`src/rtl/svm_pkg.sv`:
```
// ----------------------------------------------------------------------------
// svm_pkg
// Shared types, constants and control structures of the sample voice mixer.
// ----------------------------------------------------------------------------
package svm_pkg;

  localparam int MAX_VOICES_DEF   = 64;
  localparam int SLOT_COUNT_DEF   = 1024;
  localparam int SAMPLE_WORDS_DEF = 65536;

  localparam int LEN_W = 17;
  localparam int PCM_W = 16;
  localparam int ACT_W = 7;

  localparam logic [LEN_W-1:0] LEN_CAP = 17'h10000;
  localparam logic signed [PCM_W-1:0] PCM_MIN = -16'sd32768;
  localparam logic signed [PCM_W-1:0] PCM_MAX = 16'sd32767;

  localparam logic [2:0] OP_WRITE_SAMPLE = 3'd0;
  localparam logic [2:0] OP_WRITE_SLOT   = 3'd1;
  localparam logic [2:0] OP_TRIGGER      = 3'd2;
  localparam logic [2:0] OP_MIX          = 3'd3;
  localparam logic [2:0] OP_STOP         = 3'd4;

  typedef struct packed {
    logic [2:0]              op;
    logic [15:0]             mem_address;
    logic signed [PCM_W-1:0] sample_value;
    logic [9:0]              slot_number;
    logic [15:0]             slot_base;
    logic [LEN_W-1:0]        slot_length;
    logic                    slot_stereo;
  } svm_in_t;

  typedef struct packed {
    logic signed [PCM_W-1:0] left_out;
    logic signed [PCM_W-1:0] right_out;
    logic [ACT_W-1:0]        voices_active;
  } svm_out_t;

  typedef enum logic [3:0] {
    ST_CLEAR,
    ST_IDLE,
    ST_SIMPLE,
    ST_TRIG_READ,
    ST_TRIG_WRITE,
    ST_VOICE_READ,
    ST_VOICE_LATCH,
    ST_SLOT_LATCH,
    ST_LEFT_READ,
    ST_RIGHT_READ,
    ST_VOICE_DONE,
    ST_FINISH
  } state_t;

  typedef struct packed {
    logic in_ready;
    logic clr_step;
    logic simple;
    logic trig_read;
    logic trig_write;
    logic voice_read;
    logic voice_latch;
    logic slot_latch;
    logic left_read;
    logic right_read;
    logic voice_done;
    logic finish;
  } ctl_t;

  typedef struct packed {
    logic       in_valid;
    logic [2:0] op;
    logic       count_zero;
    logic       last_voice;
    logic       out_free;
    logic       clr_last;
  } stat_t;

endpackage

```
`src/rtl/svm_ctrl.sv`:
```
// ----------------------------------------------------------------------------
// svm_ctrl
// Sequencer that steps the datapath through each operation.
// ----------------------------------------------------------------------------
module svm_ctrl (
  input  logic           clk,
  input  logic           rst,
  input  svm_pkg::stat_t stat,
  output svm_pkg::ctl_t  ctl
);
  svm_pkg::state_t state, state_next;

  always_ff @(posedge clk) begin
    if (rst) begin
      state <= svm_pkg::ST_CLEAR;
    end else begin
      state <= state_next;
    end
  end

  always_comb begin
    state_next = state;
    ctl = '0;
    unique case (state)
      svm_pkg::ST_CLEAR: begin
        ctl.clr_step = 1'b1;
        if (stat.clr_last) begin
          state_next = svm_pkg::ST_IDLE;
        end
      end
      svm_pkg::ST_IDLE: begin
        ctl.in_ready = 1'b1;
        if (stat.in_valid) begin
          if (stat.op == svm_pkg::OP_TRIGGER) begin
            state_next = svm_pkg::ST_TRIG_READ;
          end else if (stat.op == svm_pkg::OP_MIX) begin
            state_next = stat.count_zero ? svm_pkg::ST_FINISH : svm_pkg::ST_VOICE_READ;
          end else begin
            state_next = svm_pkg::ST_SIMPLE;
          end
        end
      end
      svm_pkg::ST_SIMPLE: begin
        ctl.simple = 1'b1;
        state_next = svm_pkg::ST_IDLE;
      end
      svm_pkg::ST_TRIG_READ: begin
        ctl.trig_read = 1'b1;
        state_next = svm_pkg::ST_TRIG_WRITE;
      end
      svm_pkg::ST_TRIG_WRITE: begin
        ctl.trig_write = 1'b1;
        state_next = svm_pkg::ST_IDLE;
      end
      svm_pkg::ST_VOICE_READ: begin
        ctl.voice_read = 1'b1;
        state_next = svm_pkg::ST_VOICE_LATCH;
      end
      svm_pkg::ST_VOICE_LATCH: begin
        ctl.voice_latch = 1'b1;
        state_next = svm_pkg::ST_SLOT_LATCH;
      end
      svm_pkg::ST_SLOT_LATCH: begin
        ctl.slot_latch = 1'b1;
        state_next = svm_pkg::ST_LEFT_READ;
      end
      svm_pkg::ST_LEFT_READ: begin
        ctl.left_read = 1'b1;
        state_next = svm_pkg::ST_RIGHT_READ;
      end
      svm_pkg::ST_RIGHT_READ: begin
        ctl.right_read = 1'b1;
        state_next = svm_pkg::ST_VOICE_DONE;
      end
      svm_pkg::ST_VOICE_DONE: begin
        ctl.voice_done = 1'b1;
        state_next = stat.last_voice ? svm_pkg::ST_FINISH : svm_pkg::ST_VOICE_READ;
      end
      svm_pkg::ST_FINISH: begin
        if (stat.out_free) begin
          ctl.finish = 1'b1;
          state_next = svm_pkg::ST_IDLE;
        end
      end
      default: begin
        state_next = svm_pkg::ST_IDLE;
      end
    endcase
  end
endmodule

```
`config.mk`:
```
export PLATFORM = sky130hd
export DESIGN_NAME = svm_ctrl
export DESIGN_NICKNAME = d
export VERILOG_FILES = /design/src/rtl/svm_pkg.sv /design/src/rtl/svm_ctrl.sv
export SDC_FILE = /design/constraint.sdc
export NUM_CORES = 1
export LEC_CHECK = 0
export BUFFER_PORTS_ARGS = -buffer_cell sky130_fd_sc_hd__buf_2
export CAP_MARGIN = 30
export CORE_AREA = 8 8 45 47
export CTS_CLUSTER_DIAMETER = 30
export DETAILED_ROUTE_END_ITERATION = 10
export DIE_AREA = 0 0 53 55
export RECOVER_POWER = 50
export SLEW_MARGIN = 0
export SYNTH_ARGS = -nofsm -noshare
export SYNTH_HDL_FRONTEND = slang
export SYNTH_SLANG_ARGS = --single-unit
```
`constraint.sdc`:
```
create_clock -name clk -period 2.02 [get_ports clk]
set_input_delay 0.101 -clock clk [delete_from_list [all_inputs] [get_ports clk]]
set_output_delay 0.101 -clock clk [all_outputs]
set_load 0.03 [all_outputs]
```
==> results of run 1 <==
report_power, final:
part	internal [uW]	total [uW]	leakage, uW	switching (uW)
Sequential	81.6	90.8	0.0000325	9.21
Combinational	22.3	53.2	0.000166	30.9
Clock	66.6	100	0.0000138	33.8
logic make-up (layout without fill, tap and decap cells):
kind of cell,after synthesis,after routing
XOR/XNOR,1,1
flip-flops,4,4
buffers and inverters,9,28
AND/OR/NAND/NOR,34,34
AO/OA/AOI/OAI,17,17
layer usage:
metal  global-route usage  share of wire
met2                0.133           0.41
met4               0.0345              0
met5                    0              0
met3               0.0294           0.15
met1               0.0877           0.44
area by class of cell:
cell class | instances | area (sq um) | share of cell area
Clock buffer | 3 | 22.5 | 0.0432
Inverter | 3 | 11.3 | 0.0216
Multi-Input combinational cell | 52 | 285 | 0.547
Sequential cell | 4 | 80.1 | 0.153
Tap cell | 16 | 20.0 | 0.0384
Timing Repair Buffer | 22 | 103 | 0.197
synthesized netlist by cell type:
| cell | count | area share |
|---|---|---|
| inv_1 | 3 | 0.028 |
| o21ai_0 | 2 | 0.025 |
| nor2b_1 | 1 | 0.015 |
| o32a_1 | 1 | 0.025 |
| a211oi_1 | 1 | 0.018 |
| a21oi_1 | 6 | 0.074 |
| or4_1 | 1 | 0.018 |
| o2bb2ai_1 | 1 | 0.021 |
| a221oi_1 | 1 | 0.021 |
| a31oi_1 | 1 | 0.015 |
| or2_1 | 1 | 0.015 |
| xnor2_1 | 1 | 0.021 |
| o22ai_1 | 1 | 0.015 |
| nor3b_1 | 1 | 0.018 |
| a21boi_0 | 1 | 0.018 |
| a311oi_1 | 1 | 0.021 |
| clkbuf_1 | 4 | 0.037 |
| nand2_1 | 7 | 0.064 |
| nand2b_1 | 4 | 0.061 |
| nor2_1 | 9 | 0.083 |
| o21bai_1 | 1 | 0.018 |
| buf_6 | 1 | 0.028 |
| buf_2 | 1 | 0.012 |
| nor3_1 | 9 | 0.11 |
| dfxtp_1 | 4 | 0.20 |
| or2b_1 | 1 | 0.018 |
stage by stage:
stage	cell area, sq um	power, uW	worst slack, ps	instances
floorplan	408	127	435	65
global placement	509	148	523	97
detailed placement	509	147	479	97
CTS	532	251	363	100
global route	522	258	156	100
finish	522	244	324	100
worst reg2reg max path, stage by stage (launching register included):
cell	delay [ps]
dfxtp_1	410
or2_0	380
or4_1	560
a31oi_1	170
worst paths after layout:
path / start / endpoint
worst max-delay path: state[0]$_SDFFE_PP0P_ / ctl[11]
worst min-delay path: rst / state[0]$_SDFFE_PP0P_
worst max register to register: state[1]$_SDFFE_PP0P_ / state[3]$_SDFFE_PP0P_
worst min register to register: state[0]$_SDFFE_PP0P_ / state[3]$_SDFFE_PP0P_
==> results.ini, run 1 <==
[run_status]
outcome = finished clean

[clock_network]
h-tree-depth = 1
cts_hold_buffers = 0
cts_sinks = 4
cts.clk_slew.worst_paths_ps = 40
cts-buffers-inserted = 3
clock_latency_ps = 230
cts_tree = built
cts.repair.resized = 0
post-cts-setup-buffers = 0
cts_buffer_depth = 2
root_buffer = clkbuf_4

[worst_setup_path]
path_depth = 4
cp-end-kind = output port
reg2reg_depth = 3
worstSetupPathType = flip-flop to output port
slowest_delay_ps = 650
crit_chain = nand2b_1, clkbuf_1, nor2_1, buf_2
start_kind = flip-flop
critical_path_arrival_ps = 1600
critPathTopFamily = flip-flops
crit_fanout = 17
crit_slowest_cell = dfxtp_1
cp.required_ps = 1920
path_buf_inv = 2
reg2reg_slack_ps = 430

[synth]
ys_seq_elements = 4
syn_inst = 65
synth_compound_area_frac = 0.273
synth_warnings = 0
syn-cell-area_sq_um = 408
syn-num-nets = 75
synth_cell_types = 26
seq_area_frac_synth = 0.196
synthMuxAreaShare = 0
synth_xor_area_frac = 0.0215
synth_area_per_cell_sq_um = 6.28
synthAdderAreaFrac = 0
synthSimpleGateAreaFrac = 0.405
synth_top_family_by_area = simple AND/OR/NAND/NOR gates

[sta]
worst_slew_pin_slew_ps = 543
slew_viol_final = 0
setup_viol = 0
rsz0062_at_grt = no
clock.fmax_ghz = 0.590
fin_hold_ws_ps = 53.4
finalCritPeriodShare = 0.840
max-slew-margin-rel = 0.637
hold_violations = 0
period_needed_ps = 1700
fin_skew_ps = 2.13
fin_tns_setup_ps = 0

[floorplanning]
die_area_sq_um = 2920
die_height_um = 55
initial_core_util = 0.295
die_w_um = 53
placement_rows = 14
io_pins = 22
core_sq_um = 1380

[detailed_routing]
first_pass_iters = 4
drc_errors = 0
postRouteAntennaNets = 0
wl_um = 1250
viasPerCell = 5.22
drt-wirelength-per-cell_um = 12.5
vias = 522
drt_iter0_drc = 19

[grt]
grt_use_total = 0.0791
antenna_found_initial = 0
grt_pass1_wl_um = 1860
grt-ovfl-total = 0
grt_start_max_net_pins = 18
grt_pass1_vias = 457

[layout]
utilization = 0.377
drive_above_1_share = 0.226
area_growth_syn_to_layout_pct = 27.9
final_common_cell = buf_2
top_register = state
fillCellCount = 152
nNetsFinal = 96
n_antenna_cell = 0
reg_top3 = state (4)
largest_reg_flops = 4
mostFrequentLayoutCells = buf_2 (16), nor2_1 (9), nor3_1 (9)

[placement]
io_buffers = 21
routabilityCongestion = 0.858
dp_hpwl_um = 980

[power_and_ir_drop]
vdd_ir_drop_max_v = 0.000199
cellLeakagePower_uw = 0.000212
power-per-cell-area_nw_per_um2 = 468

[run]
drv_cap = 0

[min_path]
hold_class = input port to flip-flop
min_path_cells = 2

(Power assumes the default switching activity.)
==> run 2, diff against run 1 <==
- clock period: 2.02 -> 1.5 ns (I/O delays scaled with it)
==> run 2 against run 1 <==
Net effect: sequential power increased by 23%; total power increased by 41%; sequential share of layout area decreased by 1.8 points; utilization increased by 4.9 points; non-clock buffer count increased by 5; first-iteration DRC count decreased by 21%; global-route usage increased by 1.8 points; routed wire length increased by 4.6%; combinational power increased by 76%; largest power group unchanged; clock power increased by 40%; design area increased by 13%.
==> results.ini, run 2 (synthesis results as in run 1) <==
[run_status]
outcome = finished clean

[sta]
fin_tns_setup_ps = 0  ; unchanged
max-slew-margin-rel = 0.749  ; +0.112
worst_slew_pin_slew_ps = 378  ; -166 ps
hold_violations = 0  ; unchanged
clock.fmax_ghz = 0.705
period_needed_ps = 1420
slew_viol_final = 0  ; unchanged
fin_skew_ps = 4.99  ; +2.86 ps
finalCritPeriodShare = 0.945
rsz0062_at_grt = no
setup_viol = 0  ; unchanged

[clock_network]
cts_buffer_depth = 2  ; unchanged
root_buffer = clkbuf_4
cts.clk_slew.worst_paths_ps = 40  ; about the same
cts_tree = built
h-tree-depth = 1  ; unchanged
post-cts-setup-buffers = 0  ; unchanged
cts.repair.resized = 0  ; unchanged
cts_hold_buffers = 0  ; unchanged
cts_sinks = 4  ; unchanged
clock_latency_ps = 240  ; about the same
cts-buffers-inserted = 3  ; unchanged

[floorplanning]
die_w_um = 53  ; unchanged
io_pins = 22  ; unchanged
die_height_um = 55  ; unchanged
die_area_sq_um = 2920  ; unchanged
placement_rows = 14  ; unchanged
initial_core_util = 0.295  ; unchanged
core_sq_um = 1380  ; unchanged

[worst_setup_path]
cp-end-kind = output port
reg2reg_slack_ps = 180  ; -250 ps
r2r-start = state[1]$_SDFFE_PP0P_
slowest_delay_ps = 330  ; -320 ps
worstSetupPathType = flip-flop to output port
crit_fanout = 6  ; -11
start_kind = flip-flop
r2r-end = state[3]$_SDFFE_PP0P_
cp.required_ps = 1420  ; -500 ps
crit_chain = or2_1, buf_4, nor2_1, buf_4
critical_path_arrival_ps = 1340  ; -260 ps
crit_top_cell = buf_4
crit_slowest_cell = dfxtp_1
critPathLaunch = state[1]$_SDFFE_PP0P_
reg2reg_depth = 3  ; unchanged
crit_end = ctl[11]

[layout]
fillCellCount = 145  ; -4.6%
final_common_cell = buf_2
drive_above_1_share = 0.348  ; +0.122
reg_top3 = state (4)
largest_reg_flops = 4  ; unchanged
final_cells = 105  ; +5.0%
mostFrequentLayoutCells = buf_2 (13), nor2_1 (8), buf_4 (8)
area_growth_syn_to_layout_pct = 44.5
n_antenna_cell = 0  ; unchanged
top_register = state
finish.instance_area_sq_um = 589  ; +13%
nNetsFinal = 101  ; +5.2%

[detailed_routing]
first_pass_iters = 4  ; unchanged
vias = 535  ; +2.5%
drt-wirelength-per-cell_um = 12.5  ; -0.34%
wl_um = 1310  ; +4.6%
viasPerCell = 5.10  ; -2.4%
maxUsedRoutingLayer = met4
postRouteAntennaNets = 0  ; unchanged
wl_met3_um = 160  ; -16%
wl_met1_um = 522  ; -4.9%
drc_errors = 0  ; unchanged
drt_iter0_drc = 15  ; -4
wl_met2_um = 602  ; +18%

[grt]
grt_start_max_net_pins = 17  ; -1
grt_pass1_wl_um = 2130  ; +14%
antenna_found_initial = 0  ; unchanged
grt_use_total = 0.0972  ; +0.0181
grt-ovfl-total = 0  ; unchanged
grt_pass1_vias = 489  ; +7.0%

[run]
drv_cap = 0  ; unchanged

[min_path]
min_path_cells = 2  ; unchanged
hold_class = input port to flip-flop

[placement]
routabilityCongestion = 0.851  ; -0.78%
dp_cells = 102  ; +5.2%
post_dp_cell_area_sq_um = 554  ; +8.8%
io_buffers = 21  ; unchanged
dp_hpwl_um = 1020  ; +3.8%

[power_and_ir_drop]
vdd_ir_drop_max_v = 0.000202  ; +1.7%
cellLeakagePower_uw = 0.000256  ; +21%
power-per-cell-area_nw_per_um2 = 586  ; +25%

[run 2: changes by cell type in the layout (fill, tap and decap cells not counted), sizes merged]
cell / previous run / this run
buf: 16 / 21
[run 2: worst min path at each step]
stage	end	slack, ps	start
4_1_cts	state[0]$_SDFFE_PP0P_	30	rst
3_3_place_gp	state[0]$_SDFFE_PP0P_	270	rst
6_report	state[0]$_SDFFE_PP0P_	30	rst
2_1_floorplan	state[0]$_SDFFE_PP0P_	150	rst
3_5_place_dp	state[0]$_SDFFE_PP0P_	280	rst
5_1_grt	state[0]$_SDFFE_PP0P_	40	rst
[run 2: where the power goes]
group          switching [uW]  leakage (uW)  internal, uW
Clock                    50.1     0.0000138          89.9
Combinational            54.3      0.000209          39.2
Sequential               1.88     0.0000325           110
[run 2: cell type report]
class | count | area, sq um | share of cell area
Inverter | 3 | 11.3 | 0.0191
Timing Repair Buffer | 27 | 154 | 0.261
Multi-Input combinational cell | 52 | 302 | 0.512
Sequential cell | 4 | 80.1 | 0.136
Tap cell | 16 | 20.0 | 0.0340
Clock buffer | 3 | 22.5 | 0.0382
[run 2: metal layers]
metal,GRT usage,vias to the layer above
li1,-,275
met1,0.112,227
met2,0.156,31
met3,0.0160,2
met4,0.0776,0
met5,0,-
[run 2: worst max-delay path, delay by kind of cell, from the launching register on]
kind	cells	cell delay, ps
buffers and inverters	2	360
flip-flops	1	330
AND/OR/NAND/NOR	2	410
[run 2: through the flow]
step	setup slack, ps	hold WS (ps)	utilization	power, uW
after global routing	9.24	38.1	0.426	367
after CTS	57.6	28.8	0.417	345
final	82.4	27.3	0.426	345
after floorplan	4.26	147	-	171
after global placement	203	275	0.401	203
after detailed placement	194	276	0.401	204
==> run 3, diff against run 2 <==
- BUFFER_PORTS_ARGS: -buffer_cell sky130_fd_sc_hd__buf_2 -> -buffer_cell sky130_fd_sc_hd__buf_4
- CELL_PAD_IN_SITES_DETAIL_PLACEMENT: not set -> 1
- CELL_PAD_IN_SITES_GLOBAL_PLACEMENT: not set -> 2
- CORE_AREA: 8 8 45 47 -> not set
- CORE_MARGIN: not set -> 8
- CORE_UTILIZATION: not set -> 18
- DIE_AREA: 0 0 53 55 -> not set
- PLACE_DENSITY_LB_ADDON: not set -> 0.1
==> run 3 against run 2 <==
Net effect: worst setup slack better by 5.4 ps; clock-buffer cell count unchanged; largest cell class unchanged; die area up 39%; sequential share of layout area down 1.5 points; critical path depth unchanged; critical path type unchanged.
==> results.ini, run 3 (synthesis results as in run 1) <==
[detailed_routing]
drc_errors = 0  ; unchanged
postRouteAntennaNets = 0  ; unchanged
wl_met3_um = 60  ; -63%
drt_iter0_drc = 5  ; -10
drt-wirelength-per-cell_um = 14.1  ; +13%
wl_met1_um = 832  ; +59%
wl_um = 1670  ; +28%
vias = 542  ; +1.3%
maxUsedRoutingLayer = met3
first_pass_iters = 4  ; unchanged
viasPerCell = 4.55  ; -11%
wl_met2_um = 780  ; +30%

[layout]
fillCellCount = 293  ; +100%
top_register = state
nNetsFinal = 103  ; +2.0%
area_growth_syn_to_layout_pct = 62.0
mostFrequentLayoutCells = buf_4 (27), nor2_1 (9), nand2_1 (7), nor3_1 (7), a21oi_1 (6)
ff_latch_area_sq_um = 80.1  ; unchanged
final_cells = 119  ; +13%
reg_top3 = state (4)
n_antenna_cell = 0  ; unchanged
multi_input_area_sq_um = 299  ; -0.83%
drive_above_1_share = 0.385  ; +0.0363
final_common_cell = buf_4
largest_reg_flops = 4  ; unchanged

[sta]
max-slew-margin-rel = 0.785  ; +0.0357
rsz0062_at_grt = no
fin_skew_ps = 2.27  ; -2.71 ps
hold_violations = 0  ; unchanged
setup_viol = 0  ; unchanged
worst_slew_pin_slew_ps = 322  ; -55.9 ps
fin_tns_setup_ps = 0  ; unchanged
period_needed_ps = 1410  ; -5.44 ps
finalCritPeriodShare = 0.941  ; -0.00362
slew_viol_final = 0  ; unchanged
clock.fmax_ghz = 0.708  ; +0.38%

[clock_network]
clock_latency_ps = 240  ; about the same
post-cts-setup-buffers = 0  ; unchanged
cts.clk_slew.worst_paths_ps = 40  ; about the same
cts_hold_buffers = 0  ; unchanged
cts.repair.resized = 0  ; unchanged
cts_tree = built
cts-buffers-inserted = 3  ; unchanged
cts_buffer_depth = 2  ; unchanged
root_buffer = clkbuf_4
h-tree-depth = 1  ; unchanged
cts_sinks = 4  ; unchanged

[worst_setup_path]
r2r-end = state[3]$_SDFFE_PP0P_
cp-end-kind = output port
crit_end = ctl[0]
critPathLaunch = state[2]$_SDFFE_PP0P_
reg2reg_slack_ps = 190  ; about the same
r2r-start = state[2]$_SDFFE_PP0P_
crit_top_cell = buf_4
worstSetupPathType = flip-flop to output port
slowest_delay_ps = 330  ; about the same
crit_fanout = 8  ; +2
cp.required_ps = 1420  ; about the same
crit_slowest_cell = dfxtp_1
reg2reg_depth = 3  ; unchanged
crit_chain = buf_4, or2b_4, nor3_2, buf_4
critical_path_arrival_ps = 1340  ; about the same
start_kind = flip-flop

[min_path]
hold_class = input port to flip-flop

[run_status]
outcome = finished clean

[floorplanning]
die_w_um = 63.6  ; +20%
io_pins = 22  ; unchanged
die_area_sq_um = 4050  ; +39%
core_sq_um = 2170  ; +57%
placement_rows = 17  ; +3
die_height_um = 63.6  ; +16%
initial_core_util = 0.188  ; -0.107

[placement]
dp_cells = 116  ; +14%
dp_hpwl_um = 1370  ; +35%
routabilityCongestion = 0.732  ; -14%
io_buffers = 21  ; unchanged

[grt]
grt_start_max_net_pins = 15  ; -2
grt_use_total = 0.0853  ; -0.0119
grt-ovfl-total = 0  ; unchanged
grt_pass1_wl_um = 2880  ; +35%
antenna_found_initial = 0  ; unchanged
grt_pass1_vias = 632  ; +29%

[power_and_ir_drop]
power-per-cell-area_nw_per_um2 = 545  ; -6.9%
cellLeakagePower_uw = 0.000286  ; +12%
total_power_uw = 360  ; +4.4%
vdd_ir_drop_max_v = 0.000250  ; +24%

[run]
drv_cap = 0  ; unchanged

-- run 3: final cells by class --
cell class,count,area share
Multi-Input combinational cell,52,0.453
Tap cell,28,0.0530
Inverter,3,0.0170
Timing Repair Buffer,29,0.322
Clock buffer,3,0.0341
Sequential cell,4,0.121
-- run 3: critical path: cells and delay by family (launching register included) --
kind          cells  cell delay (ps)
buf+inv           2              350
simple gates      2              420
flops             1              330
-- run 3: power by group --
| group | total, uW | switching [uW] | internal, uW |
|---|---|---|---|
| Clock | 140 | 49.8 | 89.9 |
| Sequential | 112 | 1.83 | 110 |
| Combinational | 109 | 57.8 | 51.1 |
| Total | 360 | 110 | 251 |
-- run 3: through the flow --
| step | setup WS [ps] | utilization | instance area (sq um) | hold slack, ps |
|---|---|---|---|---|
| after detailed placement | 203 | 0.294 | 637 | 267 |
| after global placement | 193 | 0.294 | 637 | 272 |
| final | 87.8 | 0.304 | 661 | 17.2 |
| after global routing | 13.0 | 0.304 | 661 | 17.4 |
| after floorplan | 4.26 | - | 415 | 147 |
| after CTS | 20.6 | 0.304 | 659 | 11.2 |
-- run 3: worst min path at each step --
stage	from	to	slack, ps	cells after the start
2_1_floorplan	rst	state[0]$_SDFFE_PP0P_	150	1
3_3_place_gp	rst	state[0]$_SDFFE_PP0P_	270	2
3_5_place_dp	rst	state[0]$_SDFFE_PP0P_	270	2
4_1_cts	rst	state[0]$_SDFFE_PP0P_	10	2
5_1_grt	rst	state[0]$_SDFFE_PP0P_	20	2
6_report	rst	state[0]$_SDFFE_PP0P_	20	2
-- run 3: metal layers --
metal  track usage  up-vias
met5             0        -
met4        0.0418        0
met3        0.0177        0
met2         0.138       15
met1         0.104      247
li1              -      280
